[src/rtl/trapi_pkg.sv]
// Types, constants and control store for the trapezoid integrator.
package trapi_pkg;

    localparam int MUL_BITS = 32;
    localparam int DIV_BITS = 32;
    localparam int X_BITS   = 34;
    localparam int ACC_BITS = 64;
    localparam int PROD_BITS = 3 * MUL_BITS;

    localparam logic [ACC_BITS-1:0] MAX64 = {1'b0, {(ACC_BITS-1){1'b1}}};
    localparam logic [ACC_BITS-1:0] MIN64 = {1'b1, {(ACC_BITS-1){1'b0}}};

    typedef enum logic [4:0] {
        ST_IDLE,
        ST_CHECK,
        ST_DIV,
        ST_STEP,
        ST_F0_SET,
        ST_F0_LO,
        ST_F0_HI,
        ST_F0_ACC,
        ST_F0_PUT,
        ST_XADV,
        ST_F1_SET,
        ST_F1_LO,
        ST_F1_HI,
        ST_F1_ACC,
        ST_F1_PUT,
        ST_T_SET,
        ST_T_LO,
        ST_T_HI,
        ST_T_ACC,
        ST_TERM,
        ST_ACC,
        ST_DONE,
        ST_RET
    } t_step;

    typedef enum logic [3:0] {
        OP_NOP,
        OP_LOAD,
        OP_DIV,
        OP_STEP,
        OP_MSETF,
        OP_MSETT,
        OP_MLO,
        OP_MHI,
        OP_MACC,
        OP_FA,
        OP_FB,
        OP_XADV,
        OP_TERM,
        OP_ACC,
        OP_OUT
    } t_op;

    typedef enum logic [2:0] {
        JC_NEXT,
        JC_ALWAYS,
        JC_NO_IN,
        JC_ZERO_N,
        JC_DIV_MORE,
        JC_CNT_MORE,
        JC_OUT_BUSY
    } t_jc;

    typedef struct packed {
        t_op   op;
        t_jc   jc;
        t_step target;
    } t_uword;

    function automatic t_uword f_ucode(input t_step pc);
        t_uword uw;
        uw = '{op: OP_NOP, jc: JC_ALWAYS, target: ST_IDLE};
        case (pc)
            ST_IDLE:   uw = '{op: OP_LOAD,  jc: JC_NO_IN,    target: ST_IDLE};
            ST_CHECK:  uw = '{op: OP_NOP,   jc: JC_ZERO_N,   target: ST_DONE};
            ST_DIV:    uw = '{op: OP_DIV,   jc: JC_DIV_MORE, target: ST_DIV};
            ST_STEP:   uw = '{op: OP_STEP,  jc: JC_NEXT,     target: ST_IDLE};
            ST_F0_SET: uw = '{op: OP_MSETF, jc: JC_NEXT,     target: ST_IDLE};
            ST_F0_LO:  uw = '{op: OP_MLO,   jc: JC_NEXT,     target: ST_IDLE};
            ST_F0_HI:  uw = '{op: OP_MHI,   jc: JC_NEXT,     target: ST_IDLE};
            ST_F0_ACC: uw = '{op: OP_MACC,  jc: JC_NEXT,     target: ST_IDLE};
            ST_F0_PUT: uw = '{op: OP_FA,    jc: JC_NEXT,     target: ST_IDLE};
            ST_XADV:   uw = '{op: OP_XADV,  jc: JC_NEXT,     target: ST_IDLE};
            ST_F1_SET: uw = '{op: OP_MSETF, jc: JC_NEXT,     target: ST_IDLE};
            ST_F1_LO:  uw = '{op: OP_MLO,   jc: JC_NEXT,     target: ST_IDLE};
            ST_F1_HI:  uw = '{op: OP_MHI,   jc: JC_NEXT,     target: ST_IDLE};
            ST_F1_ACC: uw = '{op: OP_MACC,  jc: JC_NEXT,     target: ST_IDLE};
            ST_F1_PUT: uw = '{op: OP_FB,    jc: JC_NEXT,     target: ST_IDLE};
            ST_T_SET:  uw = '{op: OP_MSETT, jc: JC_NEXT,     target: ST_IDLE};
            ST_T_LO:   uw = '{op: OP_MLO,   jc: JC_NEXT,     target: ST_IDLE};
            ST_T_HI:   uw = '{op: OP_MHI,   jc: JC_NEXT,     target: ST_IDLE};
            ST_T_ACC:  uw = '{op: OP_MACC,  jc: JC_NEXT,     target: ST_IDLE};
            ST_TERM:   uw = '{op: OP_TERM,  jc: JC_NEXT,     target: ST_IDLE};
            ST_ACC:    uw = '{op: OP_ACC,   jc: JC_CNT_MORE, target: ST_XADV};
            ST_DONE:   uw = '{op: OP_OUT,   jc: JC_OUT_BUSY, target: ST_DONE};
            ST_RET:    uw = '{op: OP_NOP,   jc: JC_ALWAYS,   target: ST_IDLE};
            default:   uw = '{op: OP_NOP,   jc: JC_ALWAYS,   target: ST_IDLE};
        endcase
        return uw;
    endfunction

endpackage

[src/rtl/trapezoid_integrator_core.sv]
// Trapezoidal-rule integrator of f(x) = x/2*(x+5), microcoded sequencer and datapath.
//
// One beat in gives one beat out. The next item is accepted only once the program is back
// at idle. A one-bit-per-cycle restoring divider forms the step, and each slice then runs
// 12 steps of the control program, which use the single shared 32x32 multiplier to form
// one f(x) product and one slice product, each as two partial products; a zero slice count
// skips the divider and the slices. The result sits in an output register; a new item is
// accepted while it waits, and the program holds at its last step only if a second result
// is ready first.
module trapezoid_integrator_core
    import trapi_pkg::*;
#(
    parameter int FRAC_BITS  = 16,
    parameter int COUNT_BITS = 16
) (
    input  logic               i_clk,
    input  logic               i_rst_n,
    input  logic               i_in_valid,
    output logic               o_in_ready,
    input  logic signed [31:0] i_start_point,
    input  logic signed [31:0] i_stop_point,
    input  logic        [15:0] i_point_count,
    output logic               o_out_valid,
    input  logic               i_out_ready,
    output logic signed [63:0] o_integral,
    output logic               o_overflow
);

    localparam int EXT_BITS = (COUNT_BITS > 16) ? COUNT_BITS : 16;
    localparam int BIT_W    = $clog2(DIV_BITS);
    localparam logic [BIT_W-1:0] BIT_LAST = BIT_W'(DIV_BITS - 1);
    localparam logic [X_BITS-1:0] FIVE_FX = X_BITS'(5 * (1 << FRAC_BITS));

    t_step                 r_pc;
    t_step                 n_pc;
    t_uword                w_uw;
    logic                  w_take;
    logic                  w_in_fire;

    logic [COUNT_BITS-1:0] r_cnt;
    logic [COUNT_BITS-1:0] r_den;
    logic [COUNT_BITS-1:0] r_rem;
    logic [DIV_BITS-1:0]   r_quo;
    logic                  r_qneg;
    logic [BIT_W-1:0]      r_bit;
    logic [X_BITS-1:0]     r_step;
    logic [X_BITS-1:0]     r_x;
    logic [ACC_BITS-1:0]   r_fa;
    logic [ACC_BITS-1:0]   r_fb;
    logic [ACC_BITS-1:0]   r_term;
    logic [ACC_BITS-1:0]   r_sum;
    logic                  r_ovf;
    logic [2*MUL_BITS-1:0] r_ma;
    logic [MUL_BITS-1:0]   r_mb;
    logic                  r_mneg;
    logic [2*MUL_BITS-1:0] r_pp;
    logic [PROD_BITS-1:0]  r_prod;
    logic                  r_out_valid;
    logic [ACC_BITS-1:0]   r_integral;
    logic                  r_overflow;

    logic [EXT_BITS-1:0]   w_cnt_ext;
    logic [COUNT_BITS-1:0] w_n;
    logic [32:0]           w_diff;
    logic [DIV_BITS-1:0]   w_diff_mag;
    logic [COUNT_BITS:0]   w_div_sh;
    logic [COUNT_BITS:0]   w_div_sub;
    logic                  w_div_ge;
    logic [X_BITS-1:0]     w_xoff;
    logic [X_BITS-1:0]     w_x_mag;
    logic [X_BITS-1:0]     w_xoff_mag;
    logic [ACC_BITS:0]     w_fsum;
    logic [ACC_BITS:0]     w_fsum_mag;
    logic [X_BITS-1:0]     w_step_mag;
    logic [MUL_BITS-1:0]   w_mul_a;
    logic [2*MUL_BITS-1:0] w_mul_p;
    logic [PROD_BITS-1:0]  w_sat_mag;
    logic                  w_sat_big;
    logic                  w_sat_ovf;
    logic [ACC_BITS-1:0]   w_sat_val;
    logic [ACC_BITS:0]     w_acc;
    logic                  w_acc_ovf;
    logic [ACC_BITS-1:0]   w_acc_val;

    assign o_in_ready = (r_pc == ST_IDLE);
    assign w_in_fire  = i_in_valid && o_in_ready;

    always_comb begin
        w_uw = f_ucode(r_pc);
    end

    always_comb begin
        case (w_uw.jc)
            JC_NEXT:     w_take = 1'b0;
            JC_ALWAYS:   w_take = 1'b1;
            JC_NO_IN:    w_take = !w_in_fire;
            JC_ZERO_N:   w_take = (r_cnt == '0);
            JC_DIV_MORE: w_take = (r_bit != BIT_LAST);
            JC_CNT_MORE: w_take = (r_cnt != '0);
            JC_OUT_BUSY: w_take = r_out_valid;
            default:     w_take = 1'b0;
        endcase
        n_pc = w_take ? w_uw.target : t_step'(5'(r_pc + 5'd1));
    end

    always_ff @(posedge i_clk) begin
        if (!i_rst_n) begin
            r_pc <= ST_IDLE;
        end else begin
            r_pc <= n_pc;
        end
    end

    assign w_cnt_ext  = EXT_BITS'(i_point_count);
    assign w_n        = w_cnt_ext[COUNT_BITS-1:0];
    assign w_diff     = {i_stop_point[31], i_stop_point} - {i_start_point[31], i_start_point};
    assign w_diff_mag = w_diff[32] ? DIV_BITS'(33'd0 - w_diff) : w_diff[DIV_BITS-1:0];

    assign w_div_sh  = {r_rem, r_quo[DIV_BITS-1]};
    assign w_div_ge  = (w_div_sh >= {1'b0, r_den});
    assign w_div_sub = w_div_sh - {1'b0, r_den};

    assign w_xoff     = r_x + FIVE_FX;
    assign w_x_mag    = r_x[X_BITS-1] ? (X_BITS'(0) - r_x) : r_x;
    assign w_xoff_mag = w_xoff[X_BITS-1] ? (X_BITS'(0) - w_xoff) : w_xoff;
    assign w_step_mag = r_step[X_BITS-1] ? (X_BITS'(0) - r_step) : r_step;

    assign w_fsum     = {r_fa[ACC_BITS-1], r_fa} + {r_fb[ACC_BITS-1], r_fb};
    assign w_fsum_mag = w_fsum[ACC_BITS] ? ((ACC_BITS+1)'(0) - w_fsum) : w_fsum;

    assign w_mul_a = (w_uw.op == OP_MHI) ? r_ma[2*MUL_BITS-1:MUL_BITS] : r_ma[MUL_BITS-1:0];
    assign w_mul_p = w_mul_a * r_mb;

    always_comb begin
        if (w_uw.op == OP_TERM) begin
            w_sat_mag = r_prod >> (FRAC_BITS + 1);
        end else begin
            w_sat_mag = r_prod >> 1;
        end
        w_sat_big = |w_sat_mag[PROD_BITS-1:ACC_BITS];
        if (r_mneg) begin
            w_sat_ovf = w_sat_big || (w_sat_mag[ACC_BITS-1] && (|w_sat_mag[ACC_BITS-2:0]));
        end else begin
            w_sat_ovf = w_sat_big || w_sat_mag[ACC_BITS-1];
        end
        if (w_sat_ovf) begin
            w_sat_val = r_mneg ? MIN64 : MAX64;
        end else if (r_mneg) begin
            w_sat_val = ACC_BITS'(0) - w_sat_mag[ACC_BITS-1:0];
        end else begin
            w_sat_val = w_sat_mag[ACC_BITS-1:0];
        end
    end

    always_comb begin
        w_acc     = {r_sum[ACC_BITS-1], r_sum} + {r_term[ACC_BITS-1], r_term};
        w_acc_ovf = (w_acc[ACC_BITS] != w_acc[ACC_BITS-1]);
        if (w_acc_ovf) begin
            w_acc_val = w_acc[ACC_BITS] ? MIN64 : MAX64;
        end else begin
            w_acc_val = w_acc[ACC_BITS-1:0];
        end
    end

    always_ff @(posedge i_clk) begin
        case (w_uw.op)
            OP_LOAD: begin
                if (w_in_fire) begin
                    r_cnt  <= w_n;
                    r_den  <= w_n;
                    r_rem  <= '0;
                    r_quo  <= w_diff_mag;
                    r_qneg <= w_diff[32];
                    r_bit  <= '0;
                    r_x    <= {{(X_BITS-32){i_start_point[31]}}, i_start_point};
                    r_sum  <= '0;
                    r_ovf  <= 1'b0;
                end
            end
            OP_DIV: begin
                r_rem <= w_div_ge ? w_div_sub[COUNT_BITS-1:0] : w_div_sh[COUNT_BITS-1:0];
                r_quo <= {r_quo[DIV_BITS-2:0], w_div_ge};
                r_bit <= r_bit + BIT_W'(1);
            end
            OP_STEP: begin
                r_step <= r_qneg ? (X_BITS'(0) - X_BITS'(r_quo)) : X_BITS'(r_quo);
            end
            OP_MSETF: begin
                r_ma   <= (2*MUL_BITS)'(w_x_mag[MUL_BITS-1:0]);
                r_mb   <= w_xoff_mag[MUL_BITS-1:0];
                r_mneg <= r_x[X_BITS-1] ^ w_xoff[X_BITS-1];
            end
            OP_MSETT: begin
                r_ma   <= w_fsum_mag[2*MUL_BITS-1:0];
                r_mb   <= w_step_mag[MUL_BITS-1:0];
                r_mneg <= w_fsum[ACC_BITS] ^ r_step[X_BITS-1];
            end
            OP_MLO: begin
                r_pp <= w_mul_p;
            end
            OP_MHI: begin
                r_prod <= PROD_BITS'(r_pp);
                r_pp   <= w_mul_p;
            end
            OP_MACC: begin
                r_prod <= r_prod + {r_pp, {MUL_BITS{1'b0}}};
            end
            OP_FA: begin
                r_fa <= w_sat_val;
                r_ovf <= r_ovf | w_sat_ovf;
            end
            OP_FB: begin
                r_fb <= w_sat_val;
                r_ovf <= r_ovf | w_sat_ovf;
            end
            OP_XADV: begin
                r_x   <= r_x + r_step;
                r_cnt <= r_cnt - COUNT_BITS'(1);
            end
            OP_TERM: begin
                r_term <= w_sat_val;
                r_ovf  <= r_ovf | w_sat_ovf;
            end
            OP_ACC: begin
                r_sum <= w_acc_val;
                r_ovf <= r_ovf | w_acc_ovf;
                r_fa  <= r_fb;
            end
            OP_OUT: begin
                if (!r_out_valid) begin
                    r_integral <= r_sum;
                    r_overflow <= r_ovf;
                end
            end
            default: begin
            end
        endcase
    end

    always_ff @(posedge i_clk) begin
        if (!i_rst_n) begin
            r_out_valid <= 1'b0;
        end else if (w_uw.op == OP_OUT && !r_out_valid) begin
            r_out_valid <= 1'b1;
        end else if (r_out_valid && i_out_ready) begin
            r_out_valid <= 1'b0;
        end
    end

    assign o_out_valid = r_out_valid;
    assign o_integral  = r_integral;
    assign o_overflow  = r_overflow;

    a_idle_holds: assert property (@(posedge i_clk) disable iff (!i_rst_n)
        (r_pc == ST_IDLE && !w_in_fire) |=> (r_pc == ST_IDLE))
        else $error("sequencer left idle without an input beat");

    a_out_from_done: assert property (@(posedge i_clk) disable iff (!i_rst_n)
        $rose(r_out_valid) |-> ($past(r_pc) == ST_DONE))
        else $error("result beat raised outside the final step");

    a_slice_left: assert property (@(posedge i_clk) disable iff (!i_rst_n)
        (r_pc == ST_XADV) |-> (r_cnt != '0))
        else $error("slice advance with no slices left");

    a_zero_count: assert property (@(posedge i_clk) disable iff (!i_rst_n)
        (r_pc == ST_CHECK && r_cnt == '0) |=> (r_pc == ST_DONE && r_sum == '0 && !r_ovf))
        else $error("zero slice count did not yield a clean zero");

endmodule

[config.mk]
export PLATFORM = sky130hd
export DESIGN_NAME = trapezoid_integrator_core
export DESIGN_NICKNAME = d
export VERILOG_FILES = /design/src/rtl/trapi_pkg.sv /design/src/rtl/trapezoid_integrator_core.sv
export SDC_FILE = /design/constraint.sdc
export NUM_CORES = 2
export LEC_CHECK = 0
export BUFFER_PORTS_ARGS = -buffer_cell sky130_fd_sc_hd__buf_2
export CORE_UTILIZATION = 44
export CTS_BUF_LIST = sky130_fd_sc_hd__clkbuf_8 sky130_fd_sc_hd__clkbuf_16
export DETAILED_ROUTE_END_ITERATION = 6
export GPL_ROUTABILITY_DRIVEN = 0
export SLEW_MARGIN = 20
export SYNTH_ARGS = -nofsm -noshare
export SYNTH_HDL_FRONTEND = slang
export SYNTH_SLANG_ARGS = --single-unit
[constraint.sdc]
create_clock -name i_clk -period 29.9 [get_ports i_clk]
set_input_delay 1.495 -clock i_clk [delete_from_list [all_inputs] [get_ports i_clk]]
set_output_delay 1.495 -clock i_clk [all_outputs]
set_load 0.05 [all_outputs]
Yosys cells after proc, flatten, opt, wreduce, memory -nomap -nowiden
Memory sizes are Yosys's and may differ from the RTL's. A register that Yosys moved wholly into a read port is not among the register bits.
Cells that the tools add are included.
{ "op_classes": {"bitwise_logic": 5, "n_addsub": 17, "reduce_logical": 29, "mul": 1, "order_cmp": 1, "mux": 39, "eq_ne": 23} }
{ "ops": {"columns": ["operator", "count"], "rows": [
  ["64-bit two-way mux", 7],
  ["64-bit one-hot mux with 2 select lines", 3],
  ["32-bit two-way mux", 7],
  ["96-bit one-hot mux with 2 select lines", 1],
  ["64-bit by 64-bit adder with 65-bit output", 2],
  ["32-bit one-hot mux with 2 select lines", 2],
  ["1-bit by 32-bit subtractor with 32-bit output (first input constant)", 4],
  ["1-bit by 64-bit subtractor with 64-bit output (first input constant)", 2],
  ["96-bit adder", 1],
  ["95-bit two-way mux", 1],
  ["34-bit one-hot mux with 2 select lines", 1],
  ["32-bit by 32-bit multiplier with 64-bit output", 1],
  ["16-bit one-hot mux with 2 select lines", 2],
  ["63-bit OR reduction", 1],
  ["16-bit two-way mux", 3],
  ["34-bit by 19-bit adder with 34-bit output (second input constant)", 1],
  ["34-bit adder", 1],
  ["34-bit two-way mux", 1],
  ["1-bit by 32-bit subtractor with 33-bit output (first input constant)", 1],
  ["32-bit by 32-bit subtractor with 33-bit output", 1],
  ["32-bit OR reduction", 1],
  ["4-bit == test (second input constant)", 7],
  ["17-bit by 16-bit >= comparator with 1-bit output", 1],
  ["4-bit by 3-bit == test with 1-bit output (second input constant)", 4],
  ["other kinds (31)", 59]
]} }
{ "word_totals": {"output_inout_bits": 67, "mem_bits_ro": 384, "register_bits": 738, "wordCells": 139, "mem_count": 1} }
{ "memory_table": {"columns": ["name", "words", "word_bits", "read_ports", "rd_ports_with_merged_regs", "write_ports", "line", "text"], "rows": [
  ["(no name shown)", 32, 12, 1, 1, 0, "trapi_pkg.sv:76", "case (pc)"]
]} }

Logic depth before layout (Yosys ltp)
{ "logic_depth": {"ltp_word": 8, "depth_mapped": 39} }

Worst setup path before layout
Ideal clock, no wire load.
{ "synth_path": {"kind": "reg2reg", "start": "register, netlist name w_uw[10]", "end": "register r_pp[61], data pin", "required_ns": 29.642, "stages_incl_launch_ff": 37, "path_buffers": 4, "t_arrival_ns": 9.765, "slack_ns": 19.877, "path_cell_list": "dfxtp_1 -> clkbuf_1 -> nor2b_1 -> nand3_1 -> inv_1 -> buf_1 -> nand2_1 -> nand2_1 -> clkbuf_1 -> and2_1 -> fa_1 -> fa_1 -> inv_1 -> fa_1 -> fa_1 -> inv_1 -> fa_1 -> fa_1 -> fa_1 -> inv_1 -> fa_1 -> inv_1 -> ha_1 -> clkbuf_1 -> nand3_1 -> or4_1 -> a2111oi_0 -> o211ai_1 -> a31oi_1 -> nor2_1 -> o21ai_0 -> nor3_1 -> o21ba_2 -> nand2b_1 -> o21ai_0 -> a21oi_1 -> xnor2_1"} }
{ "synth_between": {"elab_chain_cells": 3} }
{ "synth_lines": {"columns": ["item", "line", "text"], "rows": [
  ["4-bit by 3-bit == test with 1-bit output", "trapezoid_integrator_core.sv:131", "assign w_mul_a = (w_uw.op == OP_MHI) ? r_ma[2*MUL_BITS-1:MUL_BITS] : r_ma[MUL_BITS-1:0];"],
  ["32-bit two-way mux", "trapezoid_integrator_core.sv:131", null],
  ["32-bit by 32-bit multiplier with 64-bit output", "trapezoid_integrator_core.sv:132", "assign w_mul_p = w_mul_a * r_mb;"],
  ["via w_mul_p[61]", "trapezoid_integrator_core.sv:76", "logic [2*MUL_BITS-1:0] w_mul_p;"],
  ["end signal: assignment", "trapezoid_integrator_core.sv:199", "r_pp <= w_mul_p;"],
  ["end signal: assignment", "trapezoid_integrator_core.sv:203", "r_pp <= w_mul_p;"],
  ["end: declaration", "trapezoid_integrator_core.sv:56", "logic [2*MUL_BITS-1:0] r_pp;"]
]} }
The timed path passes the listed nets, and every way through them passes these cells.
A chain may end at the register's enable or synchronous reset.

Worst setup path in the final report
{ "layout_path": {"start": "register, netlist name w_uw[10]", "end": "register r_pp[63], data pin"} }
{ "layout_between": {"elab_chain_cells": 3} }
{ "layout_lines": {"columns": ["item", "line"], "rows": [
  ["4-bit by 3-bit == test with 1-bit output", "trapezoid_integrator_core.sv:131"],
  ["32-bit two-way mux", "trapezoid_integrator_core.sv:131"],
  ["32-bit by 32-bit multiplier with 64-bit output", "trapezoid_integrator_core.sv:132"],
  ["via w_mul_p[63]", "trapezoid_integrator_core.sv:76"]
]} }
The timed path passes the listed nets, and every way through them passes these cells.

==> impl_summary.md <==
Floorplan
The starting density of the core is 44.4%. During I/O placement, the number of pins put on the boundary was 151. The die is 436 µm wide. The vertical die dimension is 436 µm. The number of placement rows is 158. The core region is 0.186 mm². The total die area is 0.190 mm².

Clocking
Buffers added to address setup during post-CTS repair amount to 0. The cell sitting at the root of the clock tree is a sky130_fd_sc_hd__clkbuf_16. Gates resized during post-CTS repair numbered 0. The number of H-tree levels is 3.

TritonCTS built the clock tree. Clock-pin slew was measured on the worst setup and hold paths at 70 ps. The clock drives 748 sinks.

The clock reaches the later pin of the worst-skew pair after 730 ps. In this run, CTS created clock tree buffers numbering 84. In this run the deepest clock path goes through 3 buffers.

In this run, post-CTS hold repair placed 0 buffers.

Synth
The most frequently used flop master after synthesis is sky130_fd_sc_hd__edfxtp_1. The count of flip-flops with a built-in enable after synthesis is 731. Yosys attributes the largest share of cell area to sky130_fd_sc_hd__edfxtp_1 (27%), sky130_fd_sc_hd__fa_1 (22%), sky130_fd_sc_hd__ha_1 (8.4%). Synthesis produced a netlist with a net count of 10300. Synthesis handed over a netlist of 8736 instances. After synthesis the netlist holds a flip-flop and latch count of 748. The synthesized area per cell is 9.47 µm². The top cell type's share of synthesized area is 26.5%.

The synthesized cell area is 0.0828 mm². The total of warnings raised by yosys is 0. The share of the Yosys chip area taken by registers is 26.9%.

The async set or reset register ratio after synthesis is 0%. sky130_fd_sc_hd__edfxtp_1 takes more of the synthesized area than any other cell. The distinct cell type count of the synthesized netlist is 88.

Drt
The first routing iteration left 5958 violations. The count of unresolved DRC violations after routing is 0. The first detailed-routing pass took 6 iterations.

Wires add up to 249 mm. The antenna violation net count after detailed routing is 0. Dividing the detail-routed via count by the number of cells gives 5.71. The routed layout has 64100 vias. The routed wire length per instance is 22.2 µm.

Critical path
The number of cells on the worst reg-to-reg path is 35. The buffer and inverter count on the worst path is 8. The path type of the worst setup path is reg -> reg. The biggest cell delay along the critical path is 690 ps. Following the worst setup path forward leads to its endpoint at r_pp[63]. The worst setup path is captured at a flop. The depth of the critical timing path with buffers and inverters included is 35. In this run the critical register-to-register path is launched from w_uw[10]. The startpoint type of the worst setup path is a flop. The most critical setup path has its startpoint at w_uw[10].

The data required time of the critical path is 30380 ps. The slowest stage of the critical path belongs to the cell sky130_fd_sc_hd__a2111oi_0. In this run the worst path has a maximum fanout of 45. Among the stages of the critical path, the cell type that occurs most often is sky130_fd_sc_hd__fa_1. The worst path arrival time is 11720 ps. The dominant delay contributor by cell family on the critical path is adder cells. The setup check on the worst reg-to-reg path leaves a slack of 18660 ps. The destination of the worst register-to-register timing path is r_pp[63].

STA
The final number of hold-violating endpoints was 0. Timing would allow up to 89.0 MHz. The final number of max-transition violations is 0. For the pin with the worst max-slew slack, the measured transition is 1270 ps. The final critical delay including setup and external delays is 11240 ps.

The tightest slew margin relative to the limit is 15.6%. Setup repair after global routing left no endpoint under its margin. The number of failing setup endpoints in the final timing report is 0.

The setup TNS is 0 ps. The clock skew is 54.9 ps. The share of the cycle needed by the critical path after routing is 37.6%.

Finish
The synthesis-to-layout area growth is 7.35%. The final layout contains 10200 nets. The filler cells instantiated in the layout total 17500.

Cells with a size suffix above 1 make up 6.05% of the layout.

Outcome
The flow ran to the end, and the final reports show no timing, DRC or antenna violations.

GRT
The total congestion overflow after global routing is 0. The first global-routing pass estimated 383 mm of wire. The initial antenna violation count is 10. For this run, the total global-route usage over all layers was measured as 26.1%. The number of global-route vias before repair is 63400. The maximum number of pins on one net before global-route repair is 78.

Place
The HPWL after detailed placement is 192 mm. In this run the tool buffered the top-level ports with 150 buffer cells.

Run
Across the run, the number of max-cap violations was 0.

Hold path
The min-delay analysis places its worst path in the category reg -> reg.
[synth_stat cells, types with 17 or more instances]
| cell type | number |
|---|---|
| sky130_fd_sc_hd__ha_1 | 556 |
| sky130_fd_sc_hd__xnor2_1 | 319 |
| sky130_fd_sc_hd__o21ai_0 | 460 |
| sky130_fd_sc_hd__nor4_1 | 32 |
| sky130_fd_sc_hd__o21a_1 | 70 |
| sky130_fd_sc_hd__or4_1 | 27 |
| sky130_fd_sc_hd__o41ai_1 | 23 |
| sky130_fd_sc_hd__a21boi_0 | 22 |
| sky130_fd_sc_hd__buf_1 | 25 |
| sky130_fd_sc_hd__o31ai_1 | 57 |
| sky130_fd_sc_hd__o211ai_1 | 20 |
| sky130_fd_sc_hd__mux2_2 | 69 |
| sky130_fd_sc_hd__a211oi_1 | 33 |
| sky130_fd_sc_hd__o21bai_1 | 43 |
| sky130_fd_sc_hd__dfxtp_1 | 17 |
| sky130_fd_sc_hd__nand3_1 | 119 |
| sky130_fd_sc_hd__and3_1 | 46 |
| sky130_fd_sc_hd__clkbuf_1 | 383 |
| sky130_fd_sc_hd__a22oi_1 | 18 |
| sky130_fd_sc_hd__nor2b_1 | 53 |
| sky130_fd_sc_hd__xor2_1 | 205 |
| sky130_fd_sc_hd__a21oi_1 | 437 |
| sky130_fd_sc_hd__a31oi_1 | 56 |
| sky130_fd_sc_hd__nand2_1 | 1046 |
| sky130_fd_sc_hd__or3_1 | 64 |
| sky130_fd_sc_hd__nand4_1 | 55 |
| sky130_fd_sc_hd__edfxtp_1 | 731 |
| sky130_fd_sc_hd__nor3_1 | 126 |
| sky130_fd_sc_hd__mux2i_1 | 71 |
| sky130_fd_sc_hd__nor2_1 | 411 |
| sky130_fd_sc_hd__nand2b_1 | 69 |
| sky130_fd_sc_hd__fa_1 | 902 |
| sky130_fd_sc_hd__inv_1 | 1026 |
| sky130_fd_sc_hd__or2_2 | 22 |
| sky130_fd_sc_hd__and2_1 | 668 |
| sky130_fd_sc_hd__a21o_1 | 218 |
[per-layer routing]
| layer | wire, µm | share of wire (%) | global-route usage [%] |
|---|---|---|---|
| met1 | 107000 | 43 | 36.2 |
| met2 | 114000 | 46 | 41.7 |
| met4 | 9710 | 3.9 | 8.56 |
| met5 | 0 | 0 | 0 |
| met3 | 18600 | 7.4 | 3.73 |
[state kept, by name (all words and copies together), names as in the netlist, 32 cells and up]
signal,cells
o_integral,64
r_fa,64
r_fb,64
r_ma,64
r_mb,32
r_pp,64
r_prod,95
r_quo,32
r_step,33
r_sum,64
r_term,64
r_x,34
[how the worst min path moves through the flow]
stage / from / endpoint / slack (ps) / depth (start not counted)
2_1_floorplan: r_sum[0] / o_integral[0] / 430 / 0
3_3_place_gp: r_sum[16] / o_integral[16] / 450 / 0
3_5_place_dp: r_sum[16] / o_integral[16] / 450 / 0
4_1_cts: r_sum[54] / o_integral[54] / 430 / 0
5_1_grt: r_sum[54] / o_integral[54] / 450 / 0
6_report: r_sum[54] / o_integral[54] / 450 / 0
[cell usage in the layout (no fill, tap or decap), types with 46 or more instances in the layout]
cell                        netlist  layout
sky130_fd_sc_hd__edfxtp_1       731     731
sky130_fd_sc_hd__buf_4            1     109
sky130_fd_sc_hd__o21ai_0        460     460
sky130_fd_sc_hd__or3_1           64      62
sky130_fd_sc_hd__xnor2_1        319     319
sky130_fd_sc_hd__o21a_1          70      70
sky130_fd_sc_hd__nand2_1       1046    1041
sky130_fd_sc_hd__buf_2            3     150
sky130_fd_sc_hd__and2_1         668     666
sky130_fd_sc_hd__nor2_1         411     408
sky130_fd_sc_hd__o31ai_1         57      57
sky130_fd_sc_hd__a21o_1         218     218
sky130_fd_sc_hd__nand4_1         55      55
sky130_fd_sc_hd__a21oi_1        437     436
sky130_fd_sc_hd__nand3_1        119     117
sky130_fd_sc_hd__nor3_1         126     123
sky130_fd_sc_hd__and3_1          46      46
sky130_fd_sc_hd__ha_1           556     556
sky130_fd_sc_hd__mux2i_1         71      71
sky130_fd_sc_hd__nand2b_1        69      69
sky130_fd_sc_hd__nor2b_1         53      53
sky130_fd_sc_hd__a31oi_1         56      56
sky130_fd_sc_hd__mux2_2          69      69
sky130_fd_sc_hd__fa_1           902     902
sky130_fd_sc_hd__inv_1         1026    1037
sky130_fd_sc_hd__xor2_1         205     205
sky130_fd_sc_hd__clkbuf_16        0      84
[stage by stage]
step	instance area [µm²]	setup slack, ps	util, %	instances	hold slack (ps)
6_report	88800	18660	47.7	11200	445
5_1_grt	88800	17920	47.7	11200	450
4_1_cts	88800	18650	47.7	11200	434
3_3_place_gp	86000	18910	46.2	11100	450
3_5_place_dp	86000	18710	46.2	11100	451
2_1_floorplan	82800	19880	-	8736	431
[layout make-up]
| type | count | area [µm²] | area share (%) |
|---|---|---|---|
| clock buffers | 84 | 2100 | 2.37 |
| multi-input cells | 6550 | 55200 | 62.1 |
| well taps | 2480 | 3100 | 3.49 |
| clock inverters | 71 | 713 | 0.803 |
| inverters | 1026 | 3850 | 4.34 |
| diodes | 3 | 7.51 | 0.00845 |
| repair buffers | 259 | 1570 | 1.77 |
| flip-flops and latches | 748 | 22300 | 25.1 |
[logic make-up after synthesis]
| kind of cell | count (synthesis) | synth area share, % |
|---|---|---|
| and+or+nand+nor | 2802 | 16.7 |
| AOI/OAI and AO/OA | 1626 | 12.3 |
| adders and majority gates | 1458 | 30.2 |
| buffers and inverters | 1438 | 6.53 |
| DFF | 748 | 26.9 |
| xor gates and xnor gates | 524 | 5.55 |
| muxes | 140 | 1.80 |
Power is not shown: default switching activity piles up to over one toggle a cycle in this logic, so the estimate is an artifact.
